File: src/sv/rkck_pkg.sv
package rkck_pkg;

  typedef logic [0:15][7:0] blk_t;
  typedef logic [0:10][0:15][7:0] rkey_t;
  typedef logic [0:255][7:0] sbox_t;

  localparam sbox_t SBOX = {
    8'h63,8'h7c,8'h77,8'h7b,8'hf2,8'h6b,8'h6f,8'hc5,8'h30,8'h01,8'h67,8'h2b,8'hfe,8'hd7,8'hab,8'h76,
    8'hca,8'h82,8'hc9,8'h7d,8'hfa,8'h59,8'h47,8'hf0,8'had,8'hd4,8'ha2,8'haf,8'h9c,8'ha4,8'h72,8'hc0,
    8'hb7,8'hfd,8'h93,8'h26,8'h36,8'h3f,8'hf7,8'hcc,8'h34,8'ha5,8'he5,8'hf1,8'h71,8'hd8,8'h31,8'h15,
    8'h04,8'hc7,8'h23,8'hc3,8'h18,8'h96,8'h05,8'h9a,8'h07,8'h12,8'h80,8'he2,8'heb,8'h27,8'hb2,8'h75,
    8'h09,8'h83,8'h2c,8'h1a,8'h1b,8'h6e,8'h5a,8'ha0,8'h52,8'h3b,8'hd6,8'hb3,8'h29,8'he3,8'h2f,8'h84,
    8'h53,8'hd1,8'h00,8'hed,8'h20,8'hfc,8'hb1,8'h5b,8'h6a,8'hcb,8'hbe,8'h39,8'h4a,8'h4c,8'h58,8'hcf,
    8'hd0,8'hef,8'haa,8'hfb,8'h43,8'h4d,8'h33,8'h85,8'h45,8'hf9,8'h02,8'h7f,8'h50,8'h3c,8'h9f,8'ha8,
    8'h51,8'ha3,8'h40,8'h8f,8'h92,8'h9d,8'h38,8'hf5,8'hbc,8'hb6,8'hda,8'h21,8'h10,8'hff,8'hf3,8'hd2,
    8'hcd,8'h0c,8'h13,8'hec,8'h5f,8'h97,8'h44,8'h17,8'hc4,8'ha7,8'h7e,8'h3d,8'h64,8'h5d,8'h19,8'h73,
    8'h60,8'h81,8'h4f,8'hdc,8'h22,8'h2a,8'h90,8'h88,8'h46,8'hee,8'hb8,8'h14,8'hde,8'h5e,8'h0b,8'hdb,
    8'he0,8'h32,8'h3a,8'h0a,8'h49,8'h06,8'h24,8'h5c,8'hc2,8'hd3,8'hac,8'h62,8'h91,8'h95,8'he4,8'h79,
    8'he7,8'hc8,8'h37,8'h6d,8'h8d,8'hd5,8'h4e,8'ha9,8'h6c,8'h56,8'hf4,8'hea,8'h65,8'h7a,8'hae,8'h08,
    8'hba,8'h78,8'h25,8'h2e,8'h1c,8'ha6,8'hb4,8'hc6,8'he8,8'hdd,8'h74,8'h1f,8'h4b,8'hbd,8'h8b,8'h8a,
    8'h70,8'h3e,8'hb5,8'h66,8'h48,8'h03,8'hf6,8'h0e,8'h61,8'h35,8'h57,8'hb9,8'h86,8'hc1,8'h1d,8'h9e,
    8'he1,8'hf8,8'h98,8'h11,8'h69,8'hd9,8'h8e,8'h94,8'h9b,8'h1e,8'h87,8'he9,8'hce,8'h55,8'h28,8'hdf,
    8'h8c,8'ha1,8'h89,8'h0d,8'hbf,8'he6,8'h42,8'h68,8'h41,8'h99,8'h2d,8'h0f,8'hb0,8'h54,8'hbb,8'h16
  };

  localparam blk_t CIPHER_KEY = {
    8'h86,8'h9F,8'h77,8'h45,8'hC1,8'h3F,8'hD8,8'h90,
    8'hCC,8'hF2,8'h91,8'h88,8'hE3,8'hCC,8'h3E,8'hDF
  };
  localparam logic [0:15][3:0] PERM = {
    4'hC,4'h3,4'h6,4'h4,4'h1,4'hB,4'hF,4'h8,4'h2,4'h7,4'h0,4'h5,4'hA,4'hE,4'hD,4'h9
  };
  localparam blk_t XOR_VEC = {
    8'hA9,8'h3E,8'h1F,8'hD6,8'h7C,8'h55,8'hA3,8'h29,
    8'hB7,8'h5F,8'hDD,8'hA6,8'h2A,8'h95,8'hC7,8'hA5
  };
  localparam blk_t SUB_VEC = {
    8'h67,8'hD4,8'h5D,8'hA3,8'h29,8'h6D,8'h00,8'h6A,
    8'h4E,8'h7C,8'h53,8'h7B,8'hF5,8'h53,8'h8C,8'h74
  };
  localparam logic [0:9][7:0] RCON = {
    8'h01,8'h02,8'h04,8'h08,8'h10,8'h20,8'h40,8'h80,8'h1b,8'h36
  };

  function automatic sbox_t make_inv_sbox();
    sbox_t inv;
    inv = '0;
    for (int i = 0; i < 256; i++) begin
      inv[SBOX[i]] = i[7:0];
    end
    return inv;
  endfunction

  function automatic rkey_t make_round_keys();
    logic [0:175][7:0] w;
    logic [7:0] t0, t1, t2, t3, tmp;
    rkey_t rk;
    w = '0;
    for (int i = 0; i < 16; i++) w[i] = CIPHER_KEY[i];
    for (int i = 4; i < 44; i++) begin
      t0 = w[(i-1)*4];
      t1 = w[(i-1)*4+1];
      t2 = w[(i-1)*4+2];
      t3 = w[(i-1)*4+3];
      if ((i % 4) == 0) begin
        tmp = t0;
        t0 = SBOX[t1] ^ RCON[i/4-1];
        t1 = SBOX[t2];
        t2 = SBOX[t3];
        t3 = SBOX[tmp];
      end
      w[i*4]   = w[(i-4)*4]   ^ t0;
      w[i*4+1] = w[(i-4)*4+1] ^ t1;
      w[i*4+2] = w[(i-4)*4+2] ^ t2;
      w[i*4+3] = w[(i-4)*4+3] ^ t3;
    end
    for (int r = 0; r < 11; r++)
      for (int j = 0; j < 16; j++) rk[r][j] = w[r*16+j];
    return rk;
  endfunction

  localparam sbox_t INV_SBOX   = make_inv_sbox();
  localparam rkey_t ROUND_KEYS = make_round_keys();

  function automatic logic [7:0] xtime(input logic [7:0] a);
    return {a[6:0], 1'b0} ^ (a[7] ? 8'h1b : 8'h00);
  endfunction

  function automatic logic [7:0] mul9(input logic [7:0] a);
    logic [7:0] a2, a4, a8;
    a2 = xtime(a); a4 = xtime(a2); a8 = xtime(a4);
    return a8 ^ a;
  endfunction

  function automatic logic [7:0] mul11(input logic [7:0] a);
    logic [7:0] a2, a4, a8;
    a2 = xtime(a); a4 = xtime(a2); a8 = xtime(a4);
    return a8 ^ a2 ^ a;
  endfunction

  function automatic logic [7:0] mul13(input logic [7:0] a);
    logic [7:0] a2, a4, a8;
    a2 = xtime(a); a4 = xtime(a2); a8 = xtime(a4);
    return a8 ^ a4 ^ a;
  endfunction

  function automatic logic [7:0] mul14(input logic [7:0] a);
    logic [7:0] a2, a4, a8;
    a2 = xtime(a); a4 = xtime(a2); a8 = xtime(a4);
    return a8 ^ a4 ^ a2;
  endfunction

endpackage

File: src/sv/rkck_mix_stage.sv
module rkck_mix_stage
  import rkck_pkg::*;
(
  input  logic clk_i,
  input  logic rst_ni,
  input  logic in_valid_i,
  output logic in_ready_o,
  input  blk_t in_data_i,
  output logic out_valid_o,
  input  logic out_ready_i,
  output blk_t out_data_o
);

  blk_t x, y, res;
  logic [127:0] minuend, subtrahend, diff;
  logic valid_q;
  blk_t data_q;

  always_comb begin
    x = in_data_i ^ XOR_VEC;
    // downward chain reads only bytes not yet updated, so all taps are parallel
    y = x;
    for (int i = 1; i < 16; i++) y[PERM[i]] = x[PERM[i]] ^ x[PERM[i-1]];
    // borrow chain in permuted order is one wide subtraction
    for (int j = 0; j < 16; j++) begin
      minuend[j*8 +: 8]    = y[PERM[j]];
      subtrahend[j*8 +: 8] = SUB_VEC[PERM[j]];
    end
    diff = minuend - subtrahend;
    res = y;
    for (int j = 0; j < 16; j++) res[PERM[j]] = diff[j*8 +: 8];
  end

  assign in_ready_o  = !valid_q || out_ready_i;
  assign out_valid_o = valid_q;
  assign out_data_o  = data_q;

  always_ff @(posedge clk_i or negedge rst_ni) begin
    if (!rst_ni) begin
      valid_q <= 1'b0;
    end else if (in_ready_o) begin
      valid_q <= in_valid_i;
    end
  end

  always_ff @(posedge clk_i) begin
    if (in_ready_o && in_valid_i) begin
      data_q <= res;
    end
  end

endmodule

File: config.mk
export PLATFORM = sky130hd
export DESIGN_NAME = rkck_mix_stage
export DESIGN_NICKNAME = d
export VERILOG_FILES = /design/src/sv/rkck_pkg.sv /design/src/sv/rkck_mix_stage.sv
export SDC_FILE = /design/constraint.sdc
export NUM_CORES = 1
export LEC_CHECK = 0
export BUFFER_PORTS_ARGS = -buffer_cell sky130_fd_sc_hd__buf_2
export CAP_MARGIN = 20
export CORE_UTILIZATION = 50
export DETAILED_ROUTE_END_ITERATION = 8
export PLACE_DENSITY = 0.79
export SLEW_MARGIN = 20
export SYNTH_ARGS = -nofsm -noshare
export SYNTH_HDL_FRONTEND = slang
export SYNTH_SLANG_ARGS = --single-unit
File: constraint.sdc
create_clock -name clk_i -period 7.7 [get_ports clk_i]
set_input_delay 1.54 -clock clk_i [delete_from_list [all_inputs] [get_ports clk_i]]
set_output_delay 1.54 -clock clk_i [all_outputs]
set_load 0.01 [all_outputs]
# [After elaboration in Yosys (flattened, before gate mapping)]
# Index checks and enable logic that the tools add are counted.
[totals] ff_bits=129 wordCells=37
[classes] n_reduce_logical=3 add_sub_neg=1 n_bitwise=16
[ops] cell="subtractor 128 x 127 -> 128 bit, second input constant" n=1
[ops] cell="XOR 8 bit" n=15
[ops] cell="inverter 73 bit" n=1
[ops] cell="logical AND 1 bit" n=1
[ops] cell="logical NOT 1 bit" n=1
[ops] cell="logical OR 1 bit" n=1

# [Longest topological paths before layout]
# Gate-level depths: netlist of the first run.
[depth] ltp_word=3 ltp_mapped=13

# [Least setup slack after synthesis of the first run]
# OpenSTA, ideal clock, no wires.
[synth_timing] path_type="input -> register" start="input out_ready_i" end="register data_q (netlist bit out_data_o[0]), enable pin" required_ns=7.197 path_buffers=0 setup_slack_ns=2.497 arrival_ns=4.700 stages=2 cell_sequence="nand2b_1 and2_1"
[synth_between] elab_chain_len=2
[synth_rtl] item="start, declared" line_no="rkck_mix_stage.sv:10" text="input logic out_ready_i,"
[synth_rtl] item="logical OR 1 bit" line_no="rkck_mix_stage.sv:34" text="assign in_ready_o = !valid_q || out_ready_i;"
[synth_rtl] item="logical AND 1 bit" line_no="rkck_mix_stage.sv:47" text="if (in_ready_o && in_valid_i) begin"
[synth_rtl] item="end signal, assigned" line_no="rkck_mix_stage.sv:48" text="data_q <= res;"
[synth_rtl] item="end, declared" line_no="rkck_mix_stage.sv:17" text="blk_t data_q;"
# No other way between the ends.
# A chain may end at the register's enable or synchronous reset.

# [Worst setup path in the final report of the first run]
[layout_timing] start="input in_data_i[118] in the netlist's numbering" end="register data_q (netlist bit out_data_o[53]) (data pin)"
[layout_between] elab_chain_len=2 elab_cells_between_ends=3 cone_classes="add/sub (1); bitwise (2)"
[layout_rtl] item="start, declared" line_no="rkck_mix_stage.sv:8" text="input blk_t in_data_i,"
[layout_rtl] item="XOR 8 bit" line_no="rkck_mix_stage.sv:23" text="for (int i = 1; i < 16; i++) y[PERM[i]] = x[PERM[i]] ^ x[PERM[i-1]];"
[layout_rtl] item="subtractor 128 x 127 -> 128 bit *" line_no="rkck_mix_stage.sv:29" text="diff = minuend - subtrahend;"
[layout_rtl] item="via diff[125]" line_no="rkck_mix_stage.sv:15" text="logic [127:0] minuend, subtrahend, diff;"
# Mark *: on every way through the listed nets, which the timed path passes. The rest lies on a longest branch.

==> results of run 1 <==
## final cells by class
class / instances / area [um^2] / area share (%)
inverters: 7 / 26.3 / 0.234
repair buffers: 262 / 1310 / 11.7
flip-flops and latches: 129 / 3870 / 34.5
clock inverters: 14 / 188 / 1.67
multi-input cells: 764 / 5120 / 45.6
clock buffers: 18 / 429 / 3.82
well taps: 225 / 282 / 2.51
## registers in the layout (all words and copies together) (netlist names)
| register | flops |
|---|---|
| out_data_o | 128 |
| out_valid_o | 1 |
## routing by layer
metal	part of all wire (%)	wire, um
met1	41	11400
met2	48	13300
met3	7.5	2070
met4	2.9	806
met5	0.033	9
## critical path, cell delays in order
cell and delay [ns]:
sky130_fd_sc_hd__buf_2 0.13, sky130_fd_sc_hd__xnor2_1 0.43, sky130_fd_sc_hd__nand3_1 0.27, sky130_fd_sc_hd__or3_1 0.50, sky130_fd_sc_hd__a2111oi_2 0.33, sky130_fd_sc_hd__a21oi_2 0.22
sky130_fd_sc_hd__nor3_1 0.29, sky130_fd_sc_hd__o21bai_1 0.12, sky130_fd_sc_hd__a21oi_1 0.45, sky130_fd_sc_hd__a31oi_1 0.30, sky130_fd_sc_hd__nor3_1 0.30, sky130_fd_sc_hd__xnor2_1 0.10
## Yosys cell counts (3+ instances only)
cell	n
sky130_fd_sc_hd__o21ai_1	6
sky130_fd_sc_hd__inv_1	7
sky130_fd_sc_hd__a21boi_0	4
sky130_fd_sc_hd__o31ai_1	5
sky130_fd_sc_hd__nand2_1	71
sky130_fd_sc_hd__or2_2	9
sky130_fd_sc_hd__nor2_1	90
sky130_fd_sc_hd__a21oi_1	57
sky130_fd_sc_hd__clkbuf_1	4
sky130_fd_sc_hd__o21a_1	3
sky130_fd_sc_hd__and3_1	6
sky130_fd_sc_hd__o211ai_1	6
sky130_fd_sc_hd__xor2_1	92
sky130_fd_sc_hd__o21ai_0	53
sky130_fd_sc_hd__edfxtp_1	128
sky130_fd_sc_hd__nor3b_1	6
sky130_fd_sc_hd__nand2b_1	17
sky130_fd_sc_hd__nand3_1	21
sky130_fd_sc_hd__a21o_1	5
sky130_fd_sc_hd__o21bai_1	7
sky130_fd_sc_hd__nor4_1	10
sky130_fd_sc_hd__nand4_1	10
sky130_fd_sc_hd__a41oi_1	3
sky130_fd_sc_hd__and2_1	13
sky130_fd_sc_hd__or3_1	9
sky130_fd_sc_hd__a211oi_1	4
sky130_fd_sc_hd__or4_1	3
sky130_fd_sc_hd__nor3_1	22
sky130_fd_sc_hd__a31oi_1	10
sky130_fd_sc_hd__o2111ai_1	3
sky130_fd_sc_hd__xnor2_1	176
## where the power goes
group          internal, uW  switching, uW  total (uW)
Sequential              888           21.3         910
Clock                   541            320         860
Combinational           257            426         682
## kinds of logic (layout without fill, tap and decap cells)
group                    count (synthesis)  in the layout  share of synthesized area, %
AO/OA/AOI/OAI                          192            192                          13.8
XOR/XNOR                               270            270                          26.3
adder cells (fa/ha/maj)                  1              1                         0.138
buffers and inverters                   13            301                         0.567
flip-flops                             129            129                          42.8
AND/OR/NAND/NOR                        301            301                          16.4
## worst min-delay path by stage
stage                startpoint           to  slack (ns)
floorplan           out_valid_o  out_valid_o        0.62
global placement    out_valid_o  out_valid_o        0.51
detailed placement  out_valid_o  out_valid_o        0.52
CTS                 out_valid_o  out_valid_o        0.54
global route        out_valid_o  out_valid_o        0.58
finish              out_valid_o  out_valid_o        0.53
## per-stage QoR
stage	hold WS [ns]	util, %	instances	worst slack [ns]
final	0.534	64.3	1419	2.87
after global routing	0.576	64.3	1419	2.65
after CTS	0.537	64.3	1419	2.91
after detailed placement	0.520	60.7	1387	2.50
after global placement	0.506	60.7	1387	2.61
after floorplan	0.622	-	906	2.50
==> impl.org, run 1 <==
** Yosys
- Synthesis produced a netlist whose cell count is 906.
- Counting flops and latches in the post-synthesis netlist gives 129.
- sky130_fd_sc_hd__edfxtp_1 takes more of the synthesized area than any other cell.
- Summed instance area of the synthesized netlist :: 0.00904 mm^2
- Of the post-synthesis cell area, the dominant cell type holds 42.5%.
- Yosys attributes the largest share of cell area to sky130_fd_sc_hd__edfxtp_1 43%, sky130_fd_sc_hd__xnor2_1 17%, sky130_fd_sc_hd__xor2_1 8.9%, sky130_fd_sc_hd__nor2_1 3.7%, sky130_fd_sc_hd__a21oi_1 3.2%.
- The number of different library cells used by synthesis comes to 67.
- Seq/Total Area, Yosys :: 42.8%
- A synthesized cell averages 9.98 um^2.
- In the synthesized netlist the async set-or-reset flop fraction comes to 0.775%.
- EDFF count, synth :: 128
- For this run, the leading register cell type out of synthesis is sky130_fd_sc_hd__edfxtp_1.
- The Yosys step of the flow raised 0 warnings.
- Mapped Nets :: 1,039

** Floorplanning
- I/O pin cnt :: 262
- Core Box Area :: 0.0175 mm^2
- The die is 136 um tall.
- Die W :: 136 um
- DIE AREA :: 0.0186 mm^2
- Initial Util :: 51.7%
- The floorplan has 48 rows.

** Timing
- In the final timing run, aggregate negative setup slack is 0 ns.
- Post-layout min period :: 4.83 ns
- Total setup violations reported at the end of the flow :: 0
- Final cycle utilization of the critical path :: 62.7%
- Clock skew on the completed layout was measured at 0.00723 ns.
- For the pin with the worst max-slew slack, the measured transition is 1.03 ns.
- Setup repair after global routing left no endpoint under its margin.
- Pins Over Slew Limit :: 0
- Static timing analysis puts the maximum clock frequency at 0.207 GHz.
- Slew margin rel. :: 31.2%
- The final-report hold violation count came to 0.

** Global routing
- Global routing used 29.5% of the available tracks.
- For met2 alone, demand over resource in global routing was 48.9%.
- Most congested layer reported by global routing :: met2
- Via count of the first global-routing pass :: 7,733
- Entering global routing, the biggest net connects 78 pins.
- The first global-routing pass estimated 41,000 um of wire.
- Global routing finished with a remaining overflow of 0.
- In the global route stage, met1 resource usage came out at 38.2%.
- The number of antenna violations at the first check in global routing is 1.
- Global routing met3 resource utilization :: 5.07%

** Drt
- In the final routed layout, each cell accounts on average for 19.4 um.
- In the routed design, unresolved DRC markers number 0.
- DR vias/cell :: 5.78
- Number of detailed-route iterations in the first pass :: 6
- The count of nets left with antenna violations once routing finished came out at 0.
- After the first detailed-routing iteration, the DRC count stood at 697.
- After detailed routing, the total wire length is 27,600 um.
- DR vias :: 8,199

** Final layout
- The top cell types in the final layout, fill and taps aside, are 261 x sky130_fd_sc_hd__buf_2, 176 x sky130_fd_sc_hd__xnor2_1, 128 x sky130_fd_sc_hd__edfxtp_1, 92 x sky130_fd_sc_hd__xor2_1, 90 x sky130_fd_sc_hd__nor2_1.
- Cells with a size suffix above 1 make up 26.9% of the layout.
- Antenna cells :: 0
- The area growth from synthesis to layout is 24.2%.
- The layout has 1,448 filler cells.
- Leaving out fill and tap cells, the most frequent cell in the layout is sky130_fd_sc_hd__buf_2.
- The finished cells cover 0.0112 mm^2.
- Final nets :: 1,314

** Placed design
- Routability-driven placement finished with a final weighted congestion of 0.975.
- Number of I/O port buffers :: 261
- The placed instances occupy a cell area of 0.0106 mm^2.
- The HPWL after detailed placement is 21,700 um.

** CTS
- Buffer type at the clock tree root :: sky130_fd_sc_hd__clkbuf_16
- Counting the buffers created by CTS gives 17.
- Number of buffers between clock root and the deepest sink :: 2
- CTS sink cnt :: 129
- Hold repair after CTS inserted 0 buffers.
- Skew-Pair Late Insertion Delay :: 0.42 ns
- After clock tree synthesis, the clock-pin slew on the worst setup and hold paths is 0.06 ns.
- TritonCTS built the clock tree.
- # resized after CTS :: 0
- H-Tree Depth :: 4
- Number of setup buffers added after CTS :: 0

** Power and ir drop
- Power comes to 2450 uW.
- Power spread over the standard cell area amounts to 218 mW/mm^2.
- The worst-case IR drop observed on VDD is 0.154 mV.
- The analysis attributes to cell leakage a power of 0.00422 uW.

** Critical path
- Slack of the worst reg-to-reg path :: 5.22 ns
- Start of the worst register-to-register path :: out_valid_o
- Reg2Reg Capture Point :: out_data_o[81]
- The most critical setup path has its startpoint at in_data_i[118].
- STA classifies the critical path startpoint as a primary input.
- Critical path destination :: out_data_o[53]
- Depth of the worst register-to-register path :: 3
- Along the worst path, the maximum fanout reaches 6.
- Category of the worst setup path capture point :: flip-flop
- Data on the critical path is required at its endpoint by 7.86 ns.
- The critical path is of the in -> reg type.
- Critical Path AT :: 4.99 ns

** Worst hold path
- Along the worst hold path, the cell count comes to 2.
- In this run the worst hold path is classified as reg -> reg.

** Status
- Run status :: completed

** Flow run
- Max-cap violations in this run came to 0.
Note: power is estimated with default switching activity, not from simulation.
==> run 2: changes to the inputs <==
--- a/config.mk
+++ b/config.mk
@@ -5,11 +5,12 @@
 export SDC_FILE = /design/constraint.sdc
 export NUM_CORES = 1
 export LEC_CHECK = 0
+export ABC_AREA = 1
 export BUFFER_PORTS_ARGS = -buffer_cell sky130_fd_sc_hd__buf_2
 export CAP_MARGIN = 20
 export CORE_UTILIZATION = 50
 export DETAILED_ROUTE_END_ITERATION = 8
-export PLACE_DENSITY = 0.79
+export PLACE_DENSITY = 0.74
 export SLEW_MARGIN = 20
 export SYNTH_ARGS = -nofsm -noshare
 export SYNTH_HDL_FRONTEND = slang
==> constraint.sdc (replaced) <==
create_clock -name clk_i -period 5 [get_ports clk_i]
set_input_delay 1 -clock clk_i [delete_from_list [all_inputs] [get_ports clk_i]]
set_output_delay 1 -clock clk_i [all_outputs]
set_load 0.01 [all_outputs]
==> run 2 against run 1 <==
Net effect: non-clock buffer count rose by 7; sequential power increased by 51%; cell count up 140%; hold slack worse by 0.23 ns; wire length rose by 140%; first-iteration DRC count grew to 3.7 times the previous value; clock skew is 0.016 ns higher; final area increased by 61%; global-route usage grew 13 points; count of clock-buffer cells in the layout shrank 1; clock power is 53% higher; total power grew 75%; critical endpoint is now out_data_o[17]; largest power group is now combinational cells.
==> impl.org, run 2 <==
** Critical path
- The critical path in this run is classified as in -> reg.
- Reg2Reg Capture Point :: out_data_o[103]
- Category of the worst setup path capture point :: flip-flop
- The worst-case register-to-register setup slack is 3.33 ns (-1.89 ns).
- Cell with the largest stage delay on the worst path :: sky130_fd_sc_hd__o21ai_0
- The number of cells traversed by the worst register-to-register path came to 2 (-1).
- Max Fanout on Critical Path :: 6 (unchanged)
- Delay of the slowest cell on the worst path :: 0.39 ns (-0.11 ns)
- Critical Path AT :: 3.57 ns (-1.42 ns)
- Worst path most repeated cell :: sky130_fd_sc_hd__nand2_1
- Start of the worst register-to-register path :: out_valid_o
- Critical Path Start Type :: primary input
- The critical path data required time was 5.23 ns (-2.63 ns).
- The critical path goes through buf_2, inv_1, nand2_1, nand2_1, nor2_1, nor2_1, o21ai_0, nor2_1, inv_1, nand2_1, nand3b_1, nand2_1, nand2_1, nand2_1, nand2_1.

** Placed design
- The half-perimeter wire length after placement was 56,500 um (+160%).
- Standard cell area after detailed placement :: 0.0175 mm^2 (+65%)
- The number of port buffers is 261 (unchanged).
- Placed Cells incl. Taps :: 3,371 (+140%)
- The placer's final routability congestion estimate was 1.15 (+18%).

** Final layout
- Leaving out fill and tap cells, the most frequent cell in the layout is sky130_fd_sc_hd__nand2_1.
- The number of flip-flops in the largest register was 128 (unchanged).
- Commonest cells after routing, fill and taps aside :: 1,177 x sky130_fd_sc_hd__nand2_1, 453 x sky130_fd_sc_hd__inv_1, 321 x sky130_fd_sc_hd__nor2_1, 261 x sky130_fd_sc_hd__buf_2, 147 x sky130_fd_sc_hd__nand3_1
- The number of fill cells in the layout came to 3,100 (+110%).
- The final instance area came to 0.0181 mm^2 (+61%).
- The footprint of the flip-flops and latches is 0.00387 mm^2 (unchanged).
- From synthesis to final layout, the design area changed by 15.7%.
- Post-route non-filler standard cell count :: 3,404 (+140%)
- Layout cell share with drive strength beyond 1 :: 15.4% (-11 points)
- Area taken by multi-input logic gates :: 0.00995 mm^2 (+94%)
- The number of nets in the layout came to 3,127 (+140%).

** Floorplanning
- Core Box Area :: 0.0307 mm^2 (+75%)
- The overall die height came to 179 um (+31%).
- Standard-cell rows :: 64 (+33%)
- The die extent in x came to 179 um (+31%).
- DIE AREA :: 0.0320 mm^2 (+72%)
- The starting density of the core is 51.0% (-0.74 points).
- I/O pin cnt :: 262 (unchanged)

** Drt
- DR WL/cell :: 19.7 um (+1.6%)
- DR vias/cell :: 5.50 (-4.8%)
- DR vias :: 18,700 (+130%)
- The final antenna-violating net count was 0 (unchanged).
- The iteration count of the initial detailed-routing pass is 8 (+2).
- The total wire length was 67,200 um (+140%).
- DRT iter0 DRCs :: 2,550 (+270%)
- The remaining routing DRC violations was 0 (unchanged).

** Global routing
- The global routing stage identified its most utilized layer as met2.
- Global-route wire length before repair :: 97,100 um (+140%)
- Met1 Use GR :: 57.7% (+19 points)
- Pin count of the biggest net entering global routing :: 129 (+65%)
- Initial antenna violation count :: 0 (-1)
- The met2 capacity usage during global routing is 62.4% (+14 points).
- Global routing met3 resource utilization :: 12.5% (+7.4 points)
- Global-route usage over all layers :: 42.1% (+13 points)
- The number of global-route vias before repair is 16,900 (+120%).
- Total gr overflow :: 0 (unchanged)

** Yosys
- The number of flops mapped to enable cells by yosys is 128 (unchanged).
- The average cell area after synthesis came to 5.77 um^2 (-42%).
- Synthesis-stage register bit count :: 129 (unchanged)
- In the post-synthesis netlist, the cell with the most instances is sky130_fd_sc_hd__nand2_1.
- Top flip-flop cell by instance count after synthesis :: sky130_fd_sc_hd__edfxtp_1
- Instance count of the mapped netlist :: 2,708 (+200%)
- Seq/Total Area, Yosys :: 24.7% (-18 points)
- Sorting the synthesized cells by area gives the leading types as sky130_fd_sc_hd__nand2_1 28%, sky130_fd_sc_hd__edfxtp_1 25%, sky130_fd_sc_hd__inv_1 11%, sky130_fd_sc_hd__nor2_1 7.7%, sky130_fd_sc_hd__xor2_1 6.4%.
- The area share of the largest cell type after synthesis came to 28.3% (-14 points).
- The cell area after synthesis came to 0.0156 mm^2 (+73%).
- Warnings from Yosys :: 0 (unchanged)
- The number of distinct library cells after synthesis was 35 (-48%).
- Summed over all instances, the cell type with the most area after synthesis is sky130_fd_sc_hd__nand2_1.
- Most numerous cell types in the synthesized netlist :: 1,177 x sky130_fd_sc_hd__nand2_1, 453 x sky130_fd_sc_hd__inv_1, 321 x sky130_fd_sc_hd__nor2_1
- Mapped Nets :: 2,841 (+170%)
- The fraction of registers with async set or reset after synthesis came to 0.775% (unchanged).

** Worst hold path
- The worst hold path belongs to the class in -> async.

** CTS
- Number of buffers between clock root and the deepest sink :: 2 (unchanged)
- H-Tree Depth :: 4 (unchanged)
- Number of hold-repair buffers added at the cts stage :: 0 (unchanged)
- The number of buffers inserted during clock tree synthesis is 17 (unchanged).
- The number of buffers inserted to repair setup after CTS was 0 (unchanged).
- Buffer type at the clock tree root :: sky130_fd_sc_hd__clkbuf_16
- The count of instances resized after the clock tree is built came to 0 (unchanged).
- CTS sink cnt :: 129 (unchanged)
- The clock insertion delay at the later pin of the skew report is 0.48 ns (+0.06 ns).
- The clock edge transition at the registers on the reported setup and hold paths is 0.07 ns (about the same).
- TritonCTS built the clock tree.

** Power and ir drop
- Peak supply drop :: 0.233 mV (+52%)
- Power per cell area :: 238 mW/mm^2 (+8.8%)
- The leakage power was 0.00983 uW (+130%).

** Timing
- Fmax achieved :: 0.299 GHz
- Layout Skew :: 0.0232 ns (+0.0159 ns)
- The final-report hold violation count is 0 (unchanged).
- Setup TNS after final layout :: 0 ns (unchanged)
- Setup repair after global routing left no endpoint under its margin.
- Slew at the pin closest to its max-slew limit :: 0.929 ns (-0.102 ns)
- The final number of max-transition violations is 0 (unchanged).
- The worst path needs 3.34 ns of the cycle, external delays included.
- Slew margin rel. :: 37.6% (+6.4 points)
- Total setup violations reported at the end of the flow :: 0 (unchanged)
- Final cycle utilization of the critical path :: 66.8%

** Flow run
- The max-cap check violation count was 0 (unchanged).

** Status
- Run status :: completed
run 2: cell types whose count changed after synthesis, sizes merged, moves of 34 or more:
cell / delta
nand2: +1130
inv: +473
nor2: +293
nand3: +133
xnor2: -103
xor2: +36
o21ai: -34
run 2: worst max-delay path: cells and delay by family:
family	cells	cell delay, ns
AND/OR/NAND/NOR	11	1.86
AO/OA/AOI/OAI	1	0.39
buffers and inverters	3	0.31
run 2: metrics by stage:
step | util, % | setup slack [ns] | hold slack (ns) | power [uW]
after CTS | 59.0 | 1.97 | 0.290 | 4230
final | 59.0 | 1.66 | 0.300 | 4300
after global placement | 57.1 | 1.51 | 0.549 | 2910
after floorplan | - | 1.35 | 0.671 | 2300
after detailed placement | 57.1 | 1.49 | 0.569 | 2920
after global routing | 59.0 | 1.67 | 0.297 | 4450
run 2: cells by family (layout without fill, tap and decap cells):
group,after synthesis,count (layout),synth area share [%]
fa+ha+maj,1,1,0.0800
xor+xnor,203,203,12.6
compound gates,92,92,3.11
flops,129,129,24.7
simple gates,1797,1797,47.8
other cells,0,1,0
buf+inv,486,785,11.7
run 2: per-layer routing:
metal	vias to the layer above	share of wire, %
met3	149	15
met2	1291	42
met4	2	3.1
met1	8546	40
li1	8740	-
met5	-	0.068
run 2: power by group:
part,leakage (uW),internal (uW),switching [uW]
sequential,0.00123,1340,32.4
combinational,0.00831,454,1150
clock,0.000277,699,617
total,0.00983,2490,1800
run 2: area by class of cell:
type,instances,share of cell area [%]
antenna,1,0.0138
clock buffer,17,2.35
clock inverter,15,0.809
inverter,484,10.0
multi-input combinational,2093,55.0
sequential,129,21.4
tap,396,2.74
timing repair buffer,269,7.62
run 2: worst max-delay path by stage:
| stage | start | to | slack [ns] | cells after the start |
|---|---|---|---|---|
| after global routing | in_data_i[1] | out_data_o[47] | 1.67 | 13 |
| after global placement | in_data_i[30] | out_data_o[17] | 1.51 | 15 |
| after detailed placement | in_data_i[88] | out_data_o[86] | 1.49 | 13 |
| after floorplan | out_ready_i | out_data_o[0] | 1.35 | 2 |
| final | in_data_i[30] | out_data_o[17] | 1.66 | 15 |
| after CTS | in_data_i[88] | out_data_o[86] | 1.97 | 13 |
==> run 3: changes to the inputs <==
==> constraint.sdc (replaced) <==
create_clock -name clk_i -period 3.09 [get_ports clk_i]
set_input_delay 0.618 -clock clk_i [delete_from_list [all_inputs] [get_ports clk_i]]
set_output_delay 0.618 -clock clk_i [all_outputs]
set_load 0.01 [all_outputs]
==> run 3 against run 2 <==
Net effect: clock skew decreased by 0.011 ns; utilization is 3.1 points higher; non-clock buffer count up 115; largest power group unchanged; setup slack lost 1.4 ns; count of clock-buffer cells in the layout unchanged; die area stayed put.
==> impl.org, run 3 (synthesized netlist as in run 2, its figures left out) <==
** Status
- Run status :: completed

** Global routing
- Total gr overflow :: 0 (unchanged)
- The maximum number of pins on one net before global-route repair was 38 (-71%).
- Initial antenna violation count :: 1 (+1)
- The number of global-route vias before repair is 17,400 (+2.6%).
- Global-route wire length before repair :: 99,500 um (+2.5%)
- The global router's overall resource usage is 43.4% (+1.3 points).

** Drt
- DR vias/cell :: 5.44 (-1.2%)
- Number of detailed-route iterations in the first pass :: 8 (unchanged)
- The final antenna-violating net count was 0 (unchanged).
- The total wire length came to 69,500 um (+3.5%).
- Final routed DRC violation total :: 0 (unchanged)
- The DRC violation total after the first TritonRoute iteration is 2,713 (+6.4%).
- The number of vias in the routed layout came to 19,100 (+2.1%).
- DR WL/cell :: 19.8 um (+0.16%)

** Placed design
- The half-perimeter wire length after placement is 59,800 um (+5.8%).
- Standard cell area after detailed placement :: 0.0184 mm^2 (+5.1%)
- Final RePlAce weighted congestion :: 1.14 (-0.85%)
- Worst slack at placement :: 0.100 ns (-1.39 ns)
- The number of port buffers came to 261 (unchanged).

** Timing
- Setup TNS after final layout :: 0 ns (unchanged)
- The worst relative slew slack was 38.4% (+0.75 points).
- The post-route worst hold slack was 0.363 ns (+0.0631 ns).
- The maximum clock skew at final layout came to 0.0125 ns (-0.0107 ns).
- The final worst slack is 0.286 ns (-1.37 ns).
- The final number of max-transition violations was 0 (unchanged).
- Setup repair after global routing left no endpoint under its margin.
- Total setup violations reported at the end of the flow :: 0 (unchanged)
- Final Hold Fails :: 0 (unchanged)
- Fmax achieved :: 0.357 GHz
- Dividing the final minimum period by the clock period gives 90.8%.
- The slew at the pin closest to its max-slew limit came to 0.922 ns (-0.00668 ns).
- For the finished layout, the period the worst path requires is 2.80 ns.

** Power and ir drop
- The worst vdd rail ir drop is 0.376 mV (+61%).
- The leakage power is 0.0104 uW (+6.0%).
- Power per cell area :: 385 mW/mm^2 (+62%)
- The overall power consumption was 7320 uW (+70%).

** Final layout
- The fraction of layout instances using a drive strength above 1 is 18.5% (+3.1 points).
- Final nets :: 3,242 (+3.7%)
- Commonest cells after routing, fill and taps aside :: 1,177 x sky130_fd_sc_hd__nand2_1, 451 x sky130_fd_sc_hd__inv_1, 321 x sky130_fd_sc_hd__nor2_1, 261 x sky130_fd_sc_hd__buf_2, 147 x sky130_fd_sc_hd__nand3_1
- The number of antenna repair diodes is 0 (-1).
- Area added between synthesis and finish :: 21.7%
- The number of flip-flops in the largest register came to 128 (unchanged).
- Final non-filler cell area :: 0.0190 mm^2 (+5.3%)
- Most common cell after layout, fill and taps aside :: sky130_fd_sc_hd__nand2_1

** CTS
- TritonCTS built the clock tree.
- Skew-Pair Late Insertion Delay :: 0.48 ns (about the same)
- The number of buffers inserted during clock tree synthesis is 17 (unchanged).
- Clock Pin Slew Worst Setup and Hold Paths :: 0.06 ns (about the same)
- # resized after CTS :: 0 (unchanged)
- Number of buffers between clock root and the deepest sink :: 2 (unchanged)
- CTS sink cnt :: 129 (unchanged)
- Number of setup buffers added after CTS :: 0 (unchanged)
- The hold buffer count at CTS was 1 (+1).
- Buffer type at the clock tree root :: sky130_fd_sc_hd__clkbuf_16
- The CTS H-tree depth is 4 (unchanged).

** Critical path
- The endpoint arrival time on the critical path was 3.03 ns (-0.54 ns).
- Number of buffer and inverter instances along the worst setup path :: 1 (-2)
- Path type of the worst setup path :: in -> reg
- The biggest cell delay along the critical path is 0.56 ns (+0.17 ns).
- The critical path data required time was 3.32 ns (-1.91 ns).
- Max Fanout on Critical Path :: 5 (-1)
- The kind of cell with the highest combined delay along the critical path is simple AND/OR/NAND/NOR gates.
- Critical Path Start Type :: primary input
- STA classifies the critical path endpoint as a flip-flop.
- Cell with the largest stage delay on the worst path :: sky130_fd_sc_hd__xor2_1
- Walking the worst path, the cells encountered are buf_2, xor2_1, nand2_1, nor2_1, nand2_1, nor2_1, nand3_1, nand3b_1, nand2_1, nand3_1, nand2_1.
- The cell that appears most often on the critical path is sky130_fd_sc_hd__nand2_1.

** Flow run
- Number of max-capacitance violations reported :: 0 (unchanged)

** Floorplanning
- The overall die height came to 179 um (unchanged).
- The area of the placeable core came to 0.0307 mm^2 (unchanged).
- Die W :: 179 um (unchanged)
- The standard-cell row count was 64 (unchanged).
- The die area was 0.0320 mm^2 (unchanged).
- The starting density of the core was 51.0% (unchanged).
- I/O pin cnt :: 262 (unchanged)

** Worst hold path
- The min-delay analysis places its worst path in the category in -> reg.
[run 3: cell types whose count changed in the layout (fill, tap and decap cells not counted), moves of 2 or more]
cell,previous run,this run
sky130_fd_sc_hd__inv_1,453,451
sky130_fd_sc_hd__bufinv_16,1,3
sky130_fd_sc_hd__buf_12,1,3
sky130_fd_sc_hd__inv_6,7,5
sky130_fd_sc_hd__buf_4,7,119
[run 3: worst register-to-register path, stage by stage, from the launching register on]
cell	delay, ns
sky130_fd_sc_hd__dfrtp_1	0.42
sky130_fd_sc_hd__a21oi_4	0.75
sky130_fd_sc_hd__buf_4	0.37
[run 3: path summary, 6_finish.rpt]
check | start | to | slack (ns) | cells after the start
worst min register to register | out_valid_o | out_valid_o | 0.59 | 2
worst max register to register | out_valid_o | out_data_o[10] | 1.26 | 2
worst max-delay path | in_data_i[119] | out_data_o[21] | 0.29 | 11
min in group asynchronous | rst_ni | out_valid_o | 0.46 | 2
max in group asynchronous | rst_ni | out_valid_o | 2.54 | 2
worst min-delay path | in_valid_i | out_valid_o | 0.36 | 3
[run 3: layout make-up]
type                    count  area, um^2
clock buffers              17         425
inverters                 484        1830
multi-input cells        2093        9950
clock inverters            15         196
flip-flops and latches    129        3870
repair buffers            384        2270
fillers                  3041       11600
well taps                 396         495
[run 3: per-layer routing]
metal	share of wire, %	vias up	global-route usage (%)
li1	-	8959	-
met1	41	8694	59.6
met2	41	1306	63.9
met3	15	162	13.5
met4	3.2	2	14.4
met5	0.019	-	0
[run 3: power breakdown]
group / internal [uW] / switching (uW) / leakage, uW
Sequential: 2170 / 51.8 / 0.00123
Clock: 1300 / 981 / 0.000303
Combinational: 892 / 1930 / 0.00888
[run 3: per-stage QoR]
step                util, %  cells
global placement       60.0   3485
CTS                    62.1   3518
detailed placement     60.0   3485
floorplan                 -   2708
finish                 62.1   3518
global route           62.1   3518
